--- src/hw/rtl/afu_pkg.sv ---
// Shared types and codes for the activation function unit.
// No dependencies; used by afu_exp_step, afu_div_step, the top level and the testbench.
`default_nettype none

package afu_pkg;

  localparam logic [2:0] MODE_STEP  = 3'd0;
  localparam logic [2:0] MODE_RELU  = 3'd1;
  localparam logic [2:0] MODE_SQP   = 3'd2;
  localparam logic [2:0] MODE_GAUSS = 3'd3;
  localparam logic [2:0] MODE_TANH  = 3'd4;
  localparam logic [2:0] MODE_SWISH = 3'd5;

  localparam int unsigned EXP_STEPS = 22;  // bits of the Q16 exponent argument
  localparam int unsigned SQRT_STEPS = 16;
  localparam int unsigned DIV_STEPS = 17;  // quotient bits

  localparam logic [32:0] ONE_Q32 = 33'h1_0000_0000;

  typedef struct packed {
    logic [2:0]         mode;
    logic signed [15:0] a;
    logic [15:0]        m;     // |a|
    logic [21:0]        u;     // exponent argument, Q16
    logic [32:0]        e;     // exp(-u), Q32
    logic [30:0]        s;     // a*a + 2 in Q16
    logic [31:0]        sv;    // root remainder
    logic [31:0]        sr;    // root
    logic [50:0]        num;
    logic [33:0]        den;
    logic [16:0]        q;
    logic signed [17:0] spn;
    logic signed [18:0] spd;
    logic [15:0]        ysp;
    logic               sat;
    logic [8:0]         yg;
  } pipe_t;

endpackage

`default_nettype wire

--- src/hw/rtl/afu_exp_step.sv ---
// One exponent bit: multiply by exp(-2^(Idx-16)) when set, plus one root digit when Idx < SQRT_STEPS.
// Depends on afu_pkg.
`default_nettype none

module afu_exp_step #(
  parameter int unsigned Idx = 0
) (
  input  afu_pkg::pipe_t p_i,
  output afu_pkg::pipe_t p_o
);
  import afu_pkg::*;

  localparam logic [31:0] Coef =
    32'(longint'($exp(-(2.0 ** (real'(Idx) - 16.0))) * 4294967296.0));
  localparam bit SqOn = (Idx < SQRT_STEPS);
  localparam int unsigned SqShift = SqOn ? 30 - 2 * Idx : 0;
  localparam logic [31:0] SqBit = 32'(1) << SqShift;

  logic [64:0] prod;
  logic [31:0] trial;

  always_comb begin
    p_o   = p_i;
    prod  = 65'(p_i.e) * 65'(Coef);
    trial = p_i.sr + SqBit;
    if (p_i.u[Idx]) begin
      p_o.e = prod[64:32];
    end
    if (SqOn) begin
      if (p_i.sv >= trial) begin
        p_o.sv = p_i.sv - trial;
        p_o.sr = (p_i.sr >> 1) + SqBit;
      end else begin
        p_o.sr = p_i.sr >> 1;
      end
    end
  end

endmodule

`default_nettype wire

--- config.mk ---
export PLATFORM = sky130hd
export DESIGN_NAME = afu_exp_step
export DESIGN_NICKNAME = d
export VERILOG_FILES = /design/src/hw/rtl/afu_pkg.sv /design/src/hw/rtl/afu_exp_step.sv
export SDC_FILE = /design/constraint.sdc
export NUM_CORES = 1
export LEC_CHECK = 0
export BUFFER_PORTS_ARGS = -buffer_cell sky130_fd_sc_hd__buf_4
export CORE_AREA = 2 2 276 278
export DETAILED_ROUTE_END_ITERATION = 8
export DIE_AREA = 0 0 278 280
export PLACE_DENSITY = 0.43
export SYNTH_ARGS = -nofsm -noshare
export SYNTH_HDL_FRONTEND = slang
export SYNTH_SLANG_ARGS = --single-unit
--- constraint.sdc ---
create_clock -name vclk -period 10.6
set_input_delay 0.53 -clock vclk [all_inputs]
set_output_delay 0.53 -clock vclk [all_outputs]
set_load 0.02 [all_outputs]
==> reports/results.tsv <==
metric	value	unit
synthCells	1678	
grt-ovfl-total	0	
dpl-instance-area	14900	um2
grt_use_total	11.3	%
rows	101	
cts-resized-gates	0	
rsz0062_at_grt	false	
port_buffers	196	
post-cts-setup-buffer-count	0	
yosysTopAreaCell	fa_1	
antenna_found_initial	2	
synth_top_area_share	37.9	%
place_congestion	0.923	
synth_nets	2446	
synthTopCellsByArea	fa_1 38%, buf_4 15%, ha_1 13%, inv_1 11%, a21oi_1 2.9%	
cp-end-kind	primary output	
worstSetupStartpointType	primary input	
drc	0	
status	finished clean	
finalSetupViolCount	0	
routed_via_density	4.04	
syn_avg_cell_area	8.56	um2
post_drt_wl_per_cell	17.5	um
crit_buf_inv	6	
cp_top_family	adder cells	
syn_area	14400	um2
drive_gt1_share	13.7	%
routed_wl	44700	um
clkbuf_count	0	
grt_pass1_vias	10900	
hold_viol	0	
nFillCells	8398	
grt_pass1_wl	68200	um
num_vias	10300	
hold_class	primary input to primary output	
final_nets	2343	
critPathSlowestCell	fa_1	
slew_violations	0	
cp.arrival	7.68	ns
period_share	77.4	%
seq_area	0	um2
cts_hold_buf	0	
slew_headroom	43.8	%
core	75200	um2
worst_pin_slew	0.836	ns
design_area	14900	um2
die-height	280	um
fmax	0.122	GHz
critPathKind	primary input to primary output	
critPathMaxStageDelay	0.62	ns
design.seq.count	0	
num_antenna_cells	0	
syn_to_final_growth	3.48	%
initial_core_util	19.1	%
crit_chain	buf_4 -> inv_1 -> fa_1 -> fa_1 -> inv_1 -> ha_1 -> xor2_1 -> fa_1 -> fa_1 -> inv_1 -> fa_1 -> inv_1 -> ha_1 -> a21oi_1 -> nand3_1 -> a211oi_1 -> nand2_1 -> a311oi_2 -> o31ai_1 -> or2_0 -> a221oi_2 -> xnor2_1 -> mux2i_1 -> buf_4	
worstPathRequired	10.07	ns
antenna_left	0	
tns	0	ns
max_cap_viol_count	0	
yosys_warnings	0	
path_common_cell	fa_1	
pin_count	700	
dp_hpwl	41500	um
drt_iter0_drc	666	
cp_max_fo	5	
grt_max_degree	56	
ys_types	65	
die_x	278	um
final.min_clock_period	8.21	ns
die_area	77800	um2
yosysSeqAreaShare	0	%
first_pass_iters	5	
synth_stat cells (8+ instances only):
library cell and number:
nor2b_1 8, buf_4 283, ha_1 146, nand3_1 11, o31ai_1 8, mux2_2 9
nor2_1 37, and3_1 10, clkbuf_1 15, a211oi_1 9, inv_1 429, o21bai_1 10
a21oi_1 82, nand2b_1 8, xnor2_1 38, fa_1 272, o21ai_0 65, nand2_1 73
xor2_1 29, a21o_1 30, nand4_1 10
final timing paths:
kind	startpoint	endpoint	slack [ns]	cells past startpoint
worst max-delay path	p_i[271]	p_o[292]	2.39	24
worst min-delay path	p_i[130]	p_o[130]	1.06	0
cell families (layout without fill, tap and decap cells):
group	Yosys count	after routing	share of synthesized area, %
buf+inv	733	628	26.6
fa+ha+maj	418	418	50.6
compound gates	255	255	11.1
simple gates	189	189	6.38
xor+xnor	67	67	4.09
mux	16	16	1.20
cells in the final DEF (no fill, tap or decap), types with 3 or more instances in the layout:
cell	Yosys	final
inv_1	429	429
fa_1	272	272
buf_4	283	198
ha_1	146	146
a21oi_1	82	82
nand2_1	73	73
o21ai_0	65	65
xnor2_1	38	38
nor2_1	37	37
a21o_1	30	30
xor2_1	29	29
nand3_1	11	11
o21bai_1	10	10
and3_1	10	10
nand4_1	10	10
a211oi_1	9	9
mux2_2	9	9
nor2b_1	8	8
nand2b_1	8	8
o31ai_1	8	8
a31oi_1	7	7
nor3_1	6	6
mux2i_1	6	6
o211ai_1	5	5
o21a_1	5	5
and2_1	4	4
or3_1	4	4
nor3b_1	4	4
and4_1	3	3
nor4_1	3	3
o22ai_1	3	3
a2111oi_0	3	3
per-stage QoR:
stage                     utilization, %  instances  worst slack (ns)  hold slack [ns]
final                               19.8       2551              2.39             1.06
after global routing                19.8       2551              2.11             1.06
after CTS                           19.8       2551              2.43             1.06
after detailed placement            19.8       2551              2.48             1.06
after global placement              19.8       2551              2.52             1.06
after floorplan                        -       1678              3.65             1.17
metal layers:
metal,track usage (%),vias to the layer above,share of wire [%]
met5,0.688,-,0.20
met4,0.679,4,0.65
met3,2.80,26,7.1
met2,17.0,421,43
met1,16.9,5152,49
li1,-,4692,-
cell type report:
type | count | area, um2 | share of cell area (%)
inverters | 430 | 1610 | 10.9
repair buffers | 198 | 1490 | 10.0
multi-input cells | 945 | 10500 | 70.9
well taps | 978 | 1220 | 8.23
Power is left out: the tool's default activity adds up to more than one toggle a clock period on the data nets, which glitch-free logic cannot reach.
