### src/hw/rtl/afu_pkg.sv
// Shared types and codes for the activation function unit.
// No dependencies; used by afu_exp_step, afu_div_step, the top level and the testbench.
`default_nettype none

package afu_pkg;

  localparam logic [2:0] MODE_STEP  = 3'd0;
  localparam logic [2:0] MODE_RELU  = 3'd1;
  localparam logic [2:0] MODE_SQP   = 3'd2;
  localparam logic [2:0] MODE_GAUSS = 3'd3;
  localparam logic [2:0] MODE_TANH  = 3'd4;
  localparam logic [2:0] MODE_SWISH = 3'd5;

  localparam int unsigned EXP_STEPS = 22;  // bits of the Q16 exponent argument
  localparam int unsigned SQRT_STEPS = 16;
  localparam int unsigned DIV_STEPS = 17;  // quotient bits

  localparam logic [32:0] ONE_Q32 = 33'h1_0000_0000;

  typedef struct packed {
    logic [2:0]         mode;
    logic signed [15:0] a;
    logic [15:0]        m;     // |a|
    logic [21:0]        u;     // exponent argument, Q16
    logic [32:0]        e;     // exp(-u), Q32
    logic [30:0]        s;     // a*a + 2 in Q16
    logic [31:0]        sv;    // root remainder
    logic [31:0]        sr;    // root
    logic [50:0]        num;
    logic [33:0]        den;
    logic [16:0]        q;
    logic signed [17:0] spn;
    logic signed [18:0] spd;
    logic [15:0]        ysp;
    logic               sat;
    logic [8:0]         yg;
  } pipe_t;

endpackage

`default_nettype wire

### src/hw/rtl/afu_div_step.sv
// One restoring division step, quotient bit Sh.
// Depends on afu_pkg.
`default_nettype none

module afu_div_step #(
  parameter int unsigned Sh = 0
) (
  input  afu_pkg::pipe_t p_i,
  output afu_pkg::pipe_t p_o
);
  import afu_pkg::*;

  logic [50:0] dsh;

  always_comb begin
    p_o = p_i;
    dsh = 51'(p_i.den) << Sh;
    if (p_i.num >= dsh) begin
      p_o.num   = p_i.num - dsh;
      p_o.q[Sh] = 1'b1;
    end
  end

endmodule

`default_nettype wire

### config.mk
export PLATFORM = sky130hd
export DESIGN_NAME = afu_div_step
export DESIGN_NICKNAME = d
export VERILOG_FILES = /design/src/hw/rtl/afu_pkg.sv /design/src/hw/rtl/afu_div_step.sv
export SDC_FILE = /design/constraint.sdc
export NUM_CORES = 1
export LEC_CHECK = 0
export BUFFER_PORTS_ARGS = -buffer_cell sky130_fd_sc_hd__buf_2
export CELL_PAD_IN_SITES_DETAIL_PLACEMENT = 0
export CELL_PAD_IN_SITES_GLOBAL_PLACEMENT = 2
export CORE_AREA = 3 3 273 275
export DETAILED_ROUTE_END_ITERATION = 7
export DIE_AREA = 0 0 276 278
export PLACE_DENSITY_LB_ADDON = 0.1
export SYNTH_ARGS = -nofsm -noshare
export SYNTH_HDL_FRONTEND = slang
export SYNTH_SLANG_ARGS = --single-unit
### constraint.sdc
create_clock -name vclk -period 3.9
set_clock_uncertainty 0.1 [all_clocks]
set_input_delay 0.195 -clock vclk [all_inputs]
set_output_delay 0.195 -clock vclk [all_outputs]
set_load 0.01 [all_outputs]
==> impl_metrics.ini, run 1 <==
[die]
fp.dieH_um = 278
num_rows = 99
die-area_mm2 = 0.0767
die_w_um = 276
core_mm2 = 0.0726
pin_count = 700
initial_core_util_pct = 7.13

[logic_synthesis]
syn_avg_cell_area_um2 = 6.76
synth_nets = 1151
seq_area_frac_synth_pct = 0
yosys.area.top_type = buf_4
synth.top_cell.area_share_pct = 43.2
syn_area_mm2 = 0.00518
yosysWarnings = 0
yosys-top-cells-area = buf_4 (43%), ha_1 (8.2%), nand2_1 (5.0%), xor2_1 (4.6%), a21oi_1 (3.8%)
syn_inst = 766
synth.distinct_cells = 55

[cells_and_area]
antenna_cells = 0
syn2layout_area_growth_pct = 1.06
design.seq.count = 0
layout_commonest_cell = buf_2
fillers = 8698
drive_above_1_share_pct = 34.7
nNetsFinal = 1039
n_clock_buffer = 0
seqCellArea_um2 = 0
layout_common_cells = buf_2 (172), nand2_1 (69), inv_1 (44)

[worst_setup_path]
critPathRequiredTime_ps = 3610
cp-end-kind = output port
crit_path_start_kind = primary input
path_class = in2out
cp_max_fo = 11
cp-startpoint = p_i[150]
worst_ep_arrival_time_ps = 3390
cp_cell_sequence = buf_2 -> or3_4 -> or4_4 -> or4_4 -> nor4_2 -> nand4_1 -> nand3_1 -> o21ba_4 -> nand3b_1 -> xnor2_1 -> buf_2
slowest_delay_ps = 550
slowest_stage = or4_4

[placed_design]
place.gp.congestion = 0.631
post-place-ws_ps = -283
place_hpwl_um = 25000
port_buffers = 172

[worst_hold_path]
worstHoldEndpoint = p_o[215]
min_from = p_i[215]
min-delay-path-class = in2out
hold_depth = 0

[timing]
fmax_mhz = 272
setup_viol = 0
setup_tns_ps = 0
finalCritPeriodShare_pct = 94.4
period_minus_slack_ps = 3680
maxSlewHeadroom_pct = 56.4
tightest_slew_ps = 651
setup_slack_ps = 218
finalMaxSlewViolations = 0
whs_ps = 290
hold_viol = 0
rsz0062_at_grt = no

[grt]
antenna_found_initial = 2
grt_max_degree = 37
grt_overflow = 0
grt_pass1_vias = 4851
grt_first_pass_wirelength_um = 38000
grt_usage_pct = 6.72

[routing]
via_per_inst = 2.70
wire_per_inst_um = 17.3
antenna_left = 0
routed_wl_um = 27900
first_pass_iters = 4
drc = 0
drt_iter0_drc = 95
dr_total_vias = 4349

[power_and_ir_drop]
peakVddDrop_mv = 0.0263
power.density_mw_per_mm2 = 152
finalPower_uw = 795
p_leak_uw = 0.00213

[outcome]
status = finished, final reports clean

[run]
max_cap_viol_count = 0
[metal layers]
layer | wire length, um | share of wire (%) | vias up | global-route usage (%)
met1 | 11600 | 42 | 1930 | 7.98
met2 | 12800 | 46 | 280 | 11.2
met4 | 842 | 3.0 | 8 | 1.88
met5 | 141 | 0.51 | - | 1.04
met3 | 2520 | 9.0 | 104 | 2.50
li1 | - | - | 2027 | -
[worst max-delay path: cells and delay by family]
family,cells,cell delay (ps)
compound gates,1,260
xor+xnor,1,290
buf+inv,2,330
simple gates,7,2300
[per-stage QoR]
step	area, um2	std cells	util [%]
after global routing	5230	1611	7.21
after global placement	5170	1610	7.13
after CTS	5200	1610	7.16
after detailed placement	5170	1610	7.13
final	5230	1611	7.21
after floorplan	5180	766	-
[worst max path at each step]
stage	end	slack, ps	cells past startpoint
global placement	p_o[157]	-250	14
detailed placement	p_o[157]	-280	14
floorplan	p_o[160]	690	12
CTS	p_o[157]	-20	14
finish	p_o[155]	220	11
global route	p_o[155]	20	11
[cells in the mapped netlist, types with 13 or more instances]
library cell,n
a21oi_1,39
xor2_1,27
nor3_1,13
ha_1,34
buf_4,298
o21ai_0,22
o21ai_1,32
inv_1,44
clkbuf_1,18
nand2_1,69
a21o_1,19
xnor2_1,21
nor2_1,22
[logic make-up after synthesis]
logic type / count (synthesis) / share of synthesized area [%]
buffers and inverters: 365 / 48.4
AND/OR/NAND/NOR: 168 / 17.0
AO/OA/AOI/OAI: 147 / 17.3
XOR/XNOR: 48 / 8.12
adder cells (fa/ha/maj): 35 / 8.60
multiplexers: 3 / 0.628
[what timing repair did]
action,CTS,global route
pin swaps,0,0
cloned,0,1
gates resized for setup,4,5
hold buffers,0,0
buffers inserted,0,0
setup endpoints to repair,50,36
[report_power, final]
part | switching, uW | leakage (uW) | internal (uW) | total (uW)
clock network | 0 | 0 | 0 | 0
logic | 483 | 0.00213 | 313 | 795
registers | 0 | 0 | 0 | 0
[layout make-up]
cell class | count | area, um2 | share of cell area [%]
Inverter | 44 | 165 | 3.16
Multi-Input combinational cell | 402 | 2740 | 52.4
Tap cell | 959 | 1200 | 22.9
Timing Repair Buffer | 206 | 1130 | 21.6
Note: power is estimated with default switching activity, not from simulation.
==> run 2, diff against run 1 <==
--- a/config.mk
+++ b/config.mk
@@ -8,10 +8,11 @@
 export BUFFER_PORTS_ARGS = -buffer_cell sky130_fd_sc_hd__buf_2
 export CELL_PAD_IN_SITES_DETAIL_PLACEMENT = 0
 export CELL_PAD_IN_SITES_GLOBAL_PLACEMENT = 2
-export CORE_AREA = 3 3 273 275
+export CORE_AREA = 2 2 272 274
 export DETAILED_ROUTE_END_ITERATION = 7
-export DIE_AREA = 0 0 276 278
+export DIE_AREA = 0 0 274 276
 export PLACE_DENSITY_LB_ADDON = 0.1
+export SLEW_MARGIN = 25
 export SYNTH_ARGS = -nofsm -noshare
 export SYNTH_HDL_FRONTEND = slang
 export SYNTH_SLANG_ARGS = --single-unit
==> constraint.sdc (replaced) <==
create_clock -name vclk -period 4.1
set_clock_uncertainty 0.1 [all_clocks]
set_input_delay 0.205 -clock vclk [all_inputs]
set_output_delay 0.205 -clock vclk [all_outputs]
set_load 0.01 [all_outputs]
==> run 2 against run 1 <==
Compared with the run above:
- worst setup slack improved by 62 ps
- utilization decreased by 0.064 points
- largest cell class unchanged
- global-route usage barely moved
- via count is 0.34% lower
- critical path depth is 1 higher
- critical endpoint is now p_o[123]
- worst hold slack better by 20 ps
- largest power group unchanged
- total power is 5.8% lower
- wire length fell by 2.1%
==> impl_metrics.ini, run 2 (synthesized netlist as in run 1, its figures left out) <==
[run]
max_cap_viol_count = 0

[die]
num_rows = 99
die-area_mm2 = 0.0756
initial_core_util_pct = 7.13
die_w_um = 274
pin_count = 700
core_mm2 = 0.0726
fp.dieH_um = 276

[placed_design]
post-place-ws_ps = -210
place.gp.congestion = 0.631
port_buffers = 172
place_hpwl_um = 24400
post_dp_cell_area_mm2 = 0.00513

[worst_setup_path]
cp-startpoint = p_i[150]
worst_ep_arrival_time_ps = 3520
cp-end-kind = output port
crit_path_start_kind = primary input
cp_max_fo = 16
critPathRequiredTime_ps = 3800
path_class = in2out

[worst_hold_path]
min_from = p_i[174]
min-delay-path-class = in2out

[power_and_ir_drop]
power.density_mw_per_mm2 = 144
p_switching_uw = 457
seqPwrFrac_pct = 0
swShare_pct = 61.0
finalPower_uw = 749
p_leak_uw = 0.00211
clkPwrFrac_pct = 0
intPower_uw = 292
peakVddDrop_mv = 0.0246
p_comb_share_pct = 100.0

[timing]
setup_tns_ps = 0
maxSlewHeadroom_pct = 57.5
fmax_mhz = 262
hold_viol = 0
setup_viol = 0
period_minus_slack_ps = 3820
finalCritPeriodShare_pct = 93.2
finalMaxSlewViolations = 0
rsz0062_at_grt = no
tightest_slew_ps = 637
setup_slack_ps = 279

[grt]
antenna_found_initial = 5
grt_first_pass_wirelength_um = 37100
grt_pass1_vias = 4934
grt_overflow = 0
grt_max_degree = 24
grt_usage_pct = 6.70

[routing]
dr_total_vias = 4334
via_per_inst = 2.70
drt_iter0_drc = 125
antenna_left = 0
routed_wl_um = 27300
drc = 0
wire_per_inst_um = 17.0
first_pass_iters = 4

[cells_and_area]
antenna_cells = 0
seqCellArea_um2 = 0
fillers = 8681
stdcell_area_mm2 = 0.00519
multiInputGateArea_mm2 = 0.00272
nNetsFinal = 1035
n_clock_buffer = 0
layout_common_cells = buf_2 (172), nand2_1 (69), inv_1 (44)
design.seq.count = 0
layout_commonest_cell = buf_2
drive_above_1_share_pct = 34.3
syn2layout_area_growth_pct = 0.169

[outcome]
status = finished, final reports clean
run 2: power by group through the flow:
stage / logic, uW / registers, uW / clock network, uW
6_report: 749 / 0 / 0
5_1_grt: 845 / 0 / 0
4_1_cts: 783 / 0 / 0
3_5_place_dp: 775 / 0 / 0
3_3_place_gp: 789 / 0 / 0
2_1_floorplan: 673 / 0 / 0
run 2: through the flow:
step	utilization (%)	hold WS [ps]	cells
global placement	7.06	310	1604
finish	7.15	310	1607
global route	7.15	310	1607
detailed placement	7.06	310	1604
CTS	7.09	310	1604
floorplan	-	390	766
run 2: critical path, stage by stage:
cell,delay [ps]
buf_2,140
or3_4,440
or4_4,480
or4_4,560
nor4_2,190
nand4_1,200
nand3_1,250
o21ba_4,280
buf_4,200
buf_4,200
o21ai_1,190
buf_2,160
run 2: final cells by class:
type / count / area share [%]
multi-input cells: 402 / 52.5
well taps: 959 / 23.1
repair buffers: 202 / 21.2
inverters: 44 / 3.18
run 2: final timing paths:
| path | slack [ps] | end | depth (start not counted) |
|---|---|---|---|
| setup / recovery | 280 | p_o[123] | 12 |
| hold / removal | 310 | p_o[174] | 0 |
run 2: timing repair:
action / CTS / global route
setup buffers: 0 / 2
hold buffers: 0 / 0
gates cloned: 0 / 1
endpoints found under the setup margin: 21 / 9
pin swaps: 0 / 1
gates resized for setup: 2 / 5
run 2: per-layer routing:
metal / GRT usage, % / wire length (um) / vias up
met5: 0.321 / 41 / -
met4: 1.90 / 866 / 6
met3: 2.52 / 2670 / 96
met2: 11.2 / 12500 / 297
met1: 7.92 / 11300 / 1913
li1: - / - / 2022
